**config.mk**
```make
export PLATFORM = sky130hd
export DESIGN_NAME = lpfr_frame_buf
export DESIGN_NICKNAME = d
export VERILOG_FILES = /design/src/design/length_prefixed_frame_receiver_assert.svh /design/src/design/lpfr_pkg.sv /design/src/design/lpfr_frame_buf.sv
export SDC_FILE = /design/constraint.sdc
export NUM_CORES = 2
export LEC_CHECK = 0
export CAP_MARGIN = 20
export CORE_AREA = 5 5 639 641
export CTS_CLUSTER_SIZE = 12
export DETAILED_ROUTE_END_ITERATION = 16
export DIE_AREA = 0 0 644 646
export DONT_BUFFER_PORTS = 1
export PLACE_DENSITY = 0.51
export SLEW_MARGIN = 20
export SYNTH_ARGS = -nofsm -noshare
export SYNTH_HDL_FRONTEND = slang
export SYNTH_SLANG_ARGS = --single-unit
```
**constraint.sdc**
```tcl
create_clock -name clk -period 6.6 [get_ports clk]
set_clock_uncertainty 0.1 [all_clocks]
set_input_delay 0.66 -clock clk [delete_from_list [all_inputs] [get_ports clk]]
set_output_delay 0.66 -clock clk [all_outputs]
set_load 0.1 [all_outputs]
```
**src/design/length_prefixed_frame_receiver_assert.svh**
```systemverilog
// ----------------------------------------------------------------------------
// Assertion macros for the length-prefixed frame receiver
// Property wrappers clocked on clk and disabled while rst_n is low.
// ----------------------------------------------------------------------------
`ifndef LENGTH_PREFIXED_FRAME_RECEIVER_ASSERT_SVH
`define LENGTH_PREFIXED_FRAME_RECEIVER_ASSERT_SVH

// Same-cycle implication
`define LPFR_ASSERT_IMP(lbl, ante, cons, msg) \
  lbl: assert property (@(posedge clk) disable iff (!rst_n) (ante) |-> (cons)) \
    else $error(msg);

// Next-cycle implication
`define LPFR_ASSERT_NXT(lbl, ante, cons, msg) \
  lbl: assert property (@(posedge clk) disable iff (!rst_n) (ante) |=> (cons)) \
    else $error(msg);

`endif

```
**src/design/lpfr_pkg.sv**
```systemverilog
// ----------------------------------------------------------------------------
// lpfr_pkg
// Shared widths, codes and types of the length-prefixed frame receiver.
// ----------------------------------------------------------------------------
package lpfr_pkg;

  localparam int unsigned RX_W    = 8;
  localparam int unsigned LEN_W   = 16;
  localparam int unsigned AVAIL_W = 12;
  localparam int unsigned SEQ_W   = 24;
  localparam int unsigned CFG_AW  = 3;
  localparam int unsigned CFG_DW  = 32;
  localparam int unsigned REG_W   = CFG_AW - 2;

  localparam int unsigned FRAME_MAX_DEF  = 512;
  localparam int unsigned FIFO_DEPTH_DEF = 2048;

  // request codes
  localparam logic REQ_RX  = 1'b0;
  localparam logic REQ_POP = 1'b1;

  // register word index
  localparam logic [REG_W-1:0] REG_START_SEQ = REG_W'(0);

  // start bytes to match before the length field
  localparam logic [1:0] MATCH_LEN = 2'd3;

  typedef enum logic [1:0] {
    PH_HUNT = 2'd0,
    PH_LEN  = 2'd1,
    PH_DATA = 2'd2
  } rx_phase_t;

  typedef enum logic [1:0] {
    SQ_IDLE,
    SQ_POP,
    SQ_COPY,
    SQ_DONE
  } seq_state_t;

  typedef struct packed {
    logic push;
    logic pop;
  } fifo_ctl_t;

  typedef struct packed {
    logic [RX_W-1:0] pop_data;
    logic            pop_valid;
    logic            frame_stored;
    logic            frame_dropped;
  } res_t;

endpackage

```
**src/design/lpfr_frame_buf.sv**
```systemverilog
// ----------------------------------------------------------------------------
// lpfr_frame_buf
// Payload staging memory: one write port, one registered read port.
// ----------------------------------------------------------------------------
module lpfr_frame_buf #(
  parameter int unsigned DEPTH = lpfr_pkg::FRAME_MAX_DEF,
  parameter int unsigned AW    = $clog2(lpfr_pkg::FRAME_MAX_DEF)
) (
  input  logic                      clk,
  input  logic                      wr_en,
  input  logic [AW-1:0]             wr_addr,
  input  logic [lpfr_pkg::RX_W-1:0] wr_data,
  input  logic                      rd_en,
  input  logic [AW-1:0]             rd_addr,
  output logic [lpfr_pkg::RX_W-1:0] rd_data
);
  import lpfr_pkg::*;

  logic [RX_W-1:0] mem [DEPTH];

  // store payload bytes
  always_ff @(posedge clk) begin
    if (wr_en) begin
      mem[wr_addr] <= wr_data;
    end
  end

  // read for the copy engine
  always_ff @(posedge clk) begin
    if (rd_en) begin
      rd_data <= mem[rd_addr];
    end
  end

endmodule

```
==> reports/qor.yml <==
clocking:
  worst_skew_pair_latency_ns: 0.99
  cts.path.max_buffers: 4
  tritoncts.num_buffers: 435
  tritoncts: "built"
  cts_setup_buffers: 0
  clk_transition_reported_paths_ns: 0.06
  clock_tree.root_cell: "clkbuf_16"
  clock_sink_count: 4104
  cts_repair_resize_count: 0
  ctsHoldBuffers: 15
  cts_max_level: 5
layout:
  utilization_pct: 44.7
  area.growth.synth_to_final_pct: 12.3
  final.fill_count: 34200
  layout-drive-gt1-share_pct: 17.1
  final_nets: 8169
drt:
  avgViaCountPerCell: 5.85
  wire_per_inst_um: 32.7
  detailedRoute.firstIterationViolations: 8495
  remaining_drc_errors: 0
  dr_total_vias: 80500
  drt_first_pass_iters: 6
  detail-route-antenna-nets: 0
  routed_wl_um: 450000
logic_synthesis:
  synth_cells: 8030
  number_of_enable_flip_flop_cells_after_synthesis: 4104
  synth_commonest_cells: "edfxtp_1, mux2i_1, mux4_2, nor2_1, o221ai_1"
  synth.area.top_cells: "edfxtp_1, mux4_2, mux2i_1, o221ai_1, nor2_1"
  post_synth.cell_area_avg_um2: 19.9
  synth_cell_types: 50
  cell_taking_the_most_area_after_synthesis: "edfxtp_1"
  synth_seq_cells: 4104
  asyncSetResetFlopFracSynth_pct: 0
  synth-seq-area-share_pct: 77.0
  yosys_warn_count: 0
  yosysMostFrequentCell: "edfxtp_1"
  synth_top_cell_area_share_pct: 77.0
  synthesis.nets: 8059
  syn_area_um2: 160000
  synth_ff_type: "edfxtp_1"
critical_path:
  worst_ep_arrival_time_ns: 6.80
  largest_driver_fanout_on_the_critical_path: 142
  criticalPathCategory: "input pin to register"
  critical_path.slowest_cell: "nor4_1"
  critical_path_required_ns: 7.33
  worst_path_most_repeated_cell: "buf_16"
  worst_path_largest_cell_delay_ns: 0.81
  worstSetupEndpointType: "register"
  crit_chain: "buf_16 -> buf_16 -> buf_16 -> buf_16 -> buf_16 -> buf_16 -> mux2i_1 -> o221ai_1 -> a21oi_1 -> nor4_1 -> nand4_1 -> nor4_1 -> buf_4 -> o2111a_1"
  worstSetupStartpointType: "input pin"
global_route:
  globalRoute.totalOverflow: 0
  grt_pass1_wl_um: 630000
  via_count_of_the_first_global_routing_pass: 80700
  antenna_found_initial: 22
  globalRouteTotalUtil_pct: 21.0
  grt_max_degree: 622
status:
  run_status: "finished clean"
power:
  total_power_mw: 54.1
  total_leakage_power_nw: 56.1
  max-vdd-ir-drop_mv: 0.232
  power_density_normalized_to_cell_area_nw_per_um2: 301
floorplan:
  ioPinCount: 37
  design.die.area_um2: 416000
  fp.dieW_um: 644
  die_height_um: 646
  initial_core_util_pct: 39.8
  num_rows: 233
  core_area_um2: 402000
timing:
  finalWorstPathRequiredPeriod_ns: 6.07
  rsz0062_at_grt: "false"
  finalHoldViolations: 0
  period_share_pct: 92.0
  finalSetupViolCount: 0
  fmaxAchievable_mhz: 165
  drv_slew: 0
  slew-limit-headroom_pct: 0.0937
  max_slew.worst_pin.slew_ns: 1.50
place:
  place.gp.congestion: 0.801
  number_of_buffer_cells_added_on_primary_ports: 0
  place.detailed.hpwl_um: 246000
hold_path:
  holdCritPathClass: "input pin to register"
flow_run:
  cap_violations: 0
==> layer usage <==
layer / vias to the layer above / track usage [%] / wire, um
li1: 33700 / - / -
met1: 43200 / 29.9 / 192000
met2: 2950 / 33.7 / 215000
met3: 629 / 3.03 / 28900
met4: 4 / 6.21 / 14100
met5: - / 0 / 27
==> cells in the final DEF (no fill, tap or decap), types with 7 or more instances in the layout <==
cell,count
a211oi_1,17
a21oi_1,194
a22oi_1,61
and2_1,18
buf_12,15
buf_16,52
buf_4,111
bufinv_16,16
clkbuf_1,119
clkbuf_16,440
clkinv_1,109
clkinv_2,57
diode_2,7
dlygate4sd3_1,8
edfxtp_1,4104
inv_6,8
mux2i_1,797
mux4_2,654
nand2_1,96
nand2_4,12
nand3_1,32
nand4_1,32
nor2_1,572
nor2_2,24
nor3_1,106
nor4_1,34
o2111a_1,8
o21ai_0,118
o221ai_1,371
o22ai_1,163
o31ai_1,13
o41ai_2,7
==> sequential cells by signal (all words and copies together), names as in the netlist <==
signal   flops
rd_data      8
mem       4096
==> metrics by stage <==
stage	TNS, ns	area [um2]	setup WS (ns)	instances	hold slack (ns)
2_1_floorplan	0	160000	3.73	8030	0.659
3_3_place_gp	-0.115	165000	-0.115	12900	0.693
3_5_place_dp	-0.705	166000	-0.250	12900	0.693
4_1_cts	0	179000	0.789	13700	0.00194
5_1_grt	0	180000	0.320	13800	0.00147
6_report	0	180000	0.530	13800	0.0171
==> worst paths after layout <==
| kind | slack (ns) | cells past startpoint | from | endpoint |
|---|---|---|---|---|
| setup / recovery | 0.53 | 14 | rd_addr[0] | rd_data[4]$_DFFE_PP_ |
| hold / removal | 0.02 | 1 | wr_data[6] | mem[473][6]$_DFFE_PP_ |
| setup reg to reg | 2.83 | 8 | mem[283][4]$_DFFE_PP_ | rd_data[4]$_DFFE_PP_ |
| hold reg to reg | 1.15 | 6 | mem[375][0]$_DFFE_PP_ | rd_data[0]$_DFFE_PP_ |
==> power breakdown <==
group	switching [mW]	internal, mW	total [mW]
combinational	1.74	0.839	2.58
clock	9.99	12.8	22.8
sequential	0.0135	28.7	28.7
==> area by class of cell <==
cell class                 instances  area [um2]  share of cell area (%)
antenna                            7        17.5                 0.00975
clock buffer                     559       11500                    6.37
clock inverter                   209        1610                   0.894
inverter                           3        18.8                  0.0104
multi-input combinational       3410       34100                    19.0
sequential                      4104      123000                    68.6
tap                             5287        6620                    3.68
timing repair buffer             186        2650                    1.47
==> critical path: cells and delay by family <==
family / cells / cell delay [ns]
compound gates: 3 / 0.65
buf+inv: 7 / 2.94
mux: 1 / 0.19
simple gates: 3 / 1.86
==> cells by family after synthesis <==
logic type	synth area share [%]
AOI/OAI and AO/OA	4.31
buffers and inverters	1.85
DFF	77.0
muxes	14.2
and+or+nand+nor	2.63
(Power assumes the default switching activity.)
